===== src/rtl/core/eab_pkg.sv =====
// Package with shared constants and arithmetic helpers for the Euler-angle basis block.
`default_nettype none
package eab_pkg;

   localparam int ANGLE_W = 18;
   localparam int OUT_W = 16;
   localparam int Z_W = 33;
   localparam int V_W = 32;
   localparam int DEG_FRAC = 24;
   localparam int VEC_FRAC = 30;
   localparam int ATAN_COUNT = 24;
   localparam int DEF_CORDIC_STAGES = 16;
   localparam int DEF_ANGLE_FRAC_BITS = 8;
   localparam int DEF_OUT_FRAC_BITS = 15;
   localparam logic signed [V_W-1:0] CORDIC_GAIN_INV = 32'sd652032874;

   function automatic logic signed [Z_W-1:0] atan_deg(int idx);
      logic signed [Z_W-1:0] a;
      case (idx)
         0: a = 33'sd754974720;
         1: a = 33'sd445687602;
         2: a = 33'sd235489088;
         3: a = 33'sd119537938;
         4: a = 33'sd60000934;
         5: a = 33'sd30029717;
         6: a = 33'sd15018523;
         7: a = 33'sd7509720;
         8: a = 33'sd3754917;
         9: a = 33'sd1877466;
         10: a = 33'sd938734;
         11: a = 33'sd469367;
         12: a = 33'sd234684;
         13: a = 33'sd117342;
         14: a = 33'sd58671;
         15: a = 33'sd29335;
         16: a = 33'sd14668;
         17: a = 33'sd7334;
         18: a = 33'sd3667;
         19: a = 33'sd1833;
         20: a = 33'sd917;
         21: a = 33'sd458;
         22: a = 33'sd229;
         23: a = 33'sd115;
         default: a = '0;
      endcase
      return a;
   endfunction

   function automatic int wrap_shift(int afb);
      int j;
      j = 0;
      for (int k = 0; k < 8; k++) begin
         if (((64'd360 << afb) << k) < 64'd131072) begin
            j = k + 1;
         end
      end
      return j;
   endfunction

   function automatic logic signed [V_W-1:0] mul_q30(logic signed [V_W-1:0] a,
                                                     logic signed [V_W-1:0] b);
      logic signed [63:0] p;
      p = 64'(a) * 64'(b) + 64'sh2000_0000;
      return p[61:30];
   endfunction

   function automatic logic signed [OUT_W-1:0] to_out(logic signed [33:0] v, int ofb);
      logic signed [34:0] t;
      logic signed [34:0] q;
      logic signed [34:0] hi;
      logic signed [34:0] lo;
      t = 35'(v) + (35'sd1 <<< (VEC_FRAC - 1 - ofb));
      q = t >>> (VEC_FRAC - ofb);
      hi = (ofb >= 15) ? 35'sd32767 : (35'sd1 <<< ofb) - 35'sd1;
      lo = (ofb >= 15) ? -35'sd32768 : -(35'sd1 <<< ofb);
      if (q > hi) begin
         q = hi;
      end
      if (q < lo) begin
         q = lo;
      end
      return q[OUT_W-1:0];
   endfunction

endpackage
`default_nettype wire


===== src/rtl/core/eab_reduce.sv =====
// Two-stage angle reduction modulo 360 degrees and fold into the CORDIC range.
`default_nettype none
module eab_reduce
   import eab_pkg::*;
#(
   parameter int ANGLE_FRAC_BITS = DEF_ANGLE_FRAC_BITS
) (
   input  wire logic                      clock,
   input  wire logic                      en,
   input  wire logic signed [ANGLE_W-1:0] raw_in,
   output logic signed [Z_W-1:0]          z_out,
   output logic                           neg_out
);

   localparam longint FULL = 64'd360 << ANGLE_FRAC_BITS;
   localparam longint HALF = 64'd180 << ANGLE_FRAC_BITS;
   localparam longint QUAR = 64'd90 << ANGLE_FRAC_BITS;
   localparam int J = wrap_shift(ANGLE_FRAC_BITS);
   localparam longint TOP = FULL << J;
   localparam int VW = $clog2(TOP) + 2;
   localparam int RW = $clog2(FULL) + 1;

   logic [VW-1:0] v;
   logic [RW-1:0] r_in, r_ff;
   logic signed [RW:0] s;
   logic signed [Z_W-1:0] z_in, z_ff;
   logic neg_in, neg_ff;

   always_comb begin
      v = VW'(TOP) + VW'(raw_in);
      for (int k = J; k >= 0; k--) begin
         if (v >= VW'(FULL << k)) begin
            v = v - VW'(FULL << k);
         end
      end
      r_in = RW'(v);
   end

   always_comb begin
      s = $signed({1'b0, r_ff});
      neg_in = 1'b0;
      if (s >= (RW+1)'(HALF)) begin
         s = s - (RW+1)'(FULL);
      end
      if (s > (RW+1)'(QUAR)) begin
         s = (RW+1)'(HALF) - s;
         neg_in = 1'b1;
      end else if (s < -((RW+1)'(QUAR))) begin
         s = -((RW+1)'(HALF)) - s;
         neg_in = 1'b1;
      end
      z_in = Z_W'(s) <<< (DEG_FRAC - ANGLE_FRAC_BITS);
   end

   always_ff @(posedge clock) begin
      if (en) begin
         r_ff <= r_in;
         z_ff <= z_in;
         neg_ff <= neg_in;
      end
   end

   assign z_out = z_ff;
   assign neg_out = neg_ff;

endmodule
`default_nettype wire


===== config.mk =====
export PLATFORM = sky130hd
export DESIGN_NAME = eab_reduce
export DESIGN_NICKNAME = d
export VERILOG_FILES = /design/src/rtl/core/eab_pkg.sv /design/src/rtl/core/eab_reduce.sv
export SDC_FILE = /design/constraint.sdc
export NUM_CORES = 1
export LEC_CHECK = 0
export BUFFER_PORTS_ARGS = -buffer_cell sky130_fd_sc_hd__clkbuf_2
export CAP_MARGIN = 15
export CORE_ASPECT_RATIO = 0.7
export CORE_UTILIZATION = 56
export CTS_CLUSTER_DIAMETER = 150
export DETAILED_ROUTE_END_ITERATION = 7
export PLACE_DENSITY = 0.8
export SLEW_MARGIN = 20
export SYNTH_ARGS = -nofsm -noshare
export SYNTH_HDL_FRONTEND = slang
export SYNTH_SLANG_ARGS = --single-unit

===== constraint.sdc =====
create_clock -name clock -period 3.35 [get_ports clock]
set_input_delay 0.1675 -clock clock [delete_from_list [all_inputs] [get_ports clock]]
set_output_delay 0.1675 -clock clock [all_outputs]
set_load 0.02 [all_outputs]

==> summary.txt <==
CTS
  – H-tree levels: 2
  – Longest Clk Path Bufs: 2
  – Resized cells post-CTS: 0
  – Clock Latency Late Sink: 0.29 ns
  – Clk slew on worst S/H paths: 0.07 ns
  – CTS tree: built
  – Setup bufs post-CTS: 0
  – CTS Buf Count: 5
  – CTS root buffer: clkbuf_8
  – CTS sink count: 36
  – Hold_buf cts: 0

Synthesis
  – Most common cell in the netlist: edfxtp_1
  – Synth top area share: 37.8%
  – Post-synth EDFFs: 36
  – Compound-Gate Fraction of Synth Area: 24.4%
  – Post-synth cell types: 60
  – Cell taking the most area after synthesis: edfxtp_1
  – Post-synthesis cell area: 2860 um^2
  – Warnings, synthesis: 0
  – Post-synth ARST share: 0%
  – Number of synthesized register bits: 36
  – Largest cells by area after synthesis: edfxtp_1, xnor2_1, buf_4
  – Seq/Total Area, Yosys: 37.8%
  – Mean post-synth cell area: 9.17 um^2
  – Synth top cells by count: edfxtp_1, nor2_1, a21oi_1
  – Post-Synth Simple-Gate Area: 16.8%
  – Leading register cell type out of synthesis: edfxtp_1
  – Largest family of logic cells by synthesized area: compound AO/OA/AOI/OAI gates
  – Mux share of post-synthesis cell area: 2.19%
  – Cell count after synthesis: 312
  – Post-Synth Adder-Cell Area: 1.66%
  – XOR/XNOR Fraction of Synth Area: 8.57%

Worst setup path
  – Max stage delay cell, worst path: nor3_1
  – Worst path arrival time: 3.14 ns
  – CP bufs+invs: 2
  – CP max stage delay: 0.58 ns
  – Worst Setup End Kind: register
  – Crit Path Max Fanout: 11
  – WP data required: 3.39 ns
  – WP depth: 10
  – CP top delay family: simple AND/OR/NAND/NOR gates
  – Worst R2R Path Depth: 10
  – Setup CP Type: reg -> reg
  – Setup crit start kind: register
  – CP cell instances: inv_1 > ha_1 > nor2b_1 > a211oi_1 > nor3_1 > o2bb2ai_1 > o311ai_0 > a21oi_1 > buf_4 > mux2_2

Floorplanning
  – Die height: 61.8 um
  – # IOs: 54
  – Starting Density: 59.2%
  – Core area: 4830 um^2
  – Total die area: 5400 um^2
  – Die X: 87.4 um
  – Row cnt: 21

Layout
  – Fillers: 404
  – # nets final: 369
  – Synth-to-Final Area Change: 10.5%
  – Finished Core Util: 65.4%
  – Share of layout cells above drive strength 1: 19.0%
  – Layout Cells excl Fill: 416
  – Antenna Cells: 0

Route
  – Vias/cell: 5.89
  – Drt pass-1 iters: 5
  – Via count: 2451
  – Final wirelength: 6.01 mm
  – DR iter-0 viols: 215
  – Post-DR wirelength/cell: 14.5 um
  – Metal2 WL: 2.63 mm
  – Highest metal used: met4
  – Final antenna-violating net count: 0
  – DRC: 0
  – Met1 WL: 2.82 mm
  – WL met3: 507 um

Global routing
  – Grt total ovfl: 0
  – Vias in the first global route: 2075
  – Largest net degree at the start of global routing: 37
  – Tot GR Track Use: 22.7%
  – First-pass GRT wire length: 9.36 mm
  – Initial antenna violation count: 0

Placed design
  – Buffers on Ports: 37
  – HPWL Detailed: 4.43 mm
  – Dpl cells: 408
  – Gpl congestion: 0.937

Power
  – Max VDD drop: 0.348 mV
  – PD cells: 578 nW/um^2
  – Leakage: 1.23 nW

STA
  – Least-Margin Pin Slew: 0.869 ns
  – Clk_skew: 0.00721 ns
  – Achievable frequency: 323 MHz
  – Pins Over Slew Limit: 0
  – Setup tns final: 0 ns
  – Crit share post-route: 92.3%
  – Final Setup Violations: 0
  – Relative slew slack: 42.0%
  – RSZ-0062 raised after global routing: false
  – Post-layout minimum cycle time: 3.09 ns
  – Count of final hold-check violations: 0

Run
  – Max Cap Violations: 0

Outcome
  – Status: finished, final reports clean

Min path
  – Hold Path Depth: 1
  – Worst Hold Class: in -> reg
where the power goes:
part           switching, mW  leakage (nW)  internal (mW)
registers             0.0622         0.352          0.640
clock network          0.152        0.0552          0.221
logic                  0.462         0.820          0.289
metal layers:
layer / vias up / global-route usage (%)
met5: - / 0
met3: 11 / 5.42
met1: 1134 / 31.9
met4: 0 / 7.26
met2: 114 / 35.2
li1: 1192 / -
stage by stage:
| step | hold WS [ns] | total power, mW | worst slack, ns | area, um^2 |
|---|---|---|---|---|
| floorplan | 0.266 | 1.27 | 0.531 | 2920 |
| global placement | 0.369 | 1.43 | 0.380 | 3050 |
| detailed placement | 0.364 | 1.45 | 0.237 | 3050 |
| CTS | 0.0637 | 1.83 | 0.294 | 3160 |
| global route | 0.0604 | 1.93 | 0.0131 | 3160 |
| finish | 0.0714 | 1.83 | 0.257 | 3160 |
worst reg2reg max path, stage by stage (launching register included):
cell	delay (ns)
edfxtp_1	0.42
inv_1	0.12
ha_1	0.23
nor2b_1	0.24
a211oi_1	0.14
nor3_1	0.58
o2bb2ai_1	0.20
o311ai_0	0.17
a21oi_1	0.22
buf_4	0.20
mux2_2	0.35
cell type report:
type | count | area (um^2) | area share, %
clock inverter | 2 | 35.0 | 1.11
tap | 69 | 86.3 | 2.73
timing repair buffer | 44 | 238 | 7.52
clock buffer | 6 | 72.6 | 2.30
inverter | 15 | 56.3 | 1.78
multi-input combinational | 244 | 1590 | 50.4
sequential | 36 | 1080 | 34.2
flip-flops by register name (all words and copies together) (netlist names):
register / flops
r_ff: 18
z_out: 17
neg_out: 1
path summary, 6_finish.rpt:
check / from / to / slack [ns]
max: r_ff[11] / z_out[17] / 0.26
min: raw_in[8] / r_ff[8] / 0.07
max reg2reg: r_ff[11] / z_out[17] / 0.26
min reg2reg: r_ff[0] / z_out[16] / 0.53
cell usage in the layout, fill, tap and decap left out, types with 2 or more instances in the layout:
cell	n
mux2_2	2
a31oi_1	2
a211oi_1	6
or2_2	2
o21ai_0	21
o21ba_2	2
nor3_1	9
o211a_1	2
inv_1	15
o22ai_1	3
conb_1	16
ha_1	3
o211ai_1	6
nand3b_1	3
mux2i_1	4
xor2_1	12
nor4_1	3
nor2_1	27
a22oi_1	3
o22a_1	3
o31a_1	3
xnor2_1	16
clkbuf_2	37
edfxtp_1	36
a21oi_1	22
o2bb2ai_1	2
nand4_1	2
nand2_1	16
a21boi_0	3
and3_1	4
nand2b_1	5
nand3_1	8
or3_1	4
nor2b_1	3
o311ai_0	2
buf_4	7
o31ai_1	5
clkbuf_8	5
kinds of logic after synthesis:
family,count (synthesis)
AOI/OAI and AO/OA,98
and+or+nand+nor,92
buffers and inverters,47
DFF,36
xor gates and xnor gates,28
muxes,6
adders and majority gates,4
other,1
(Power assumes the default switching activity.)
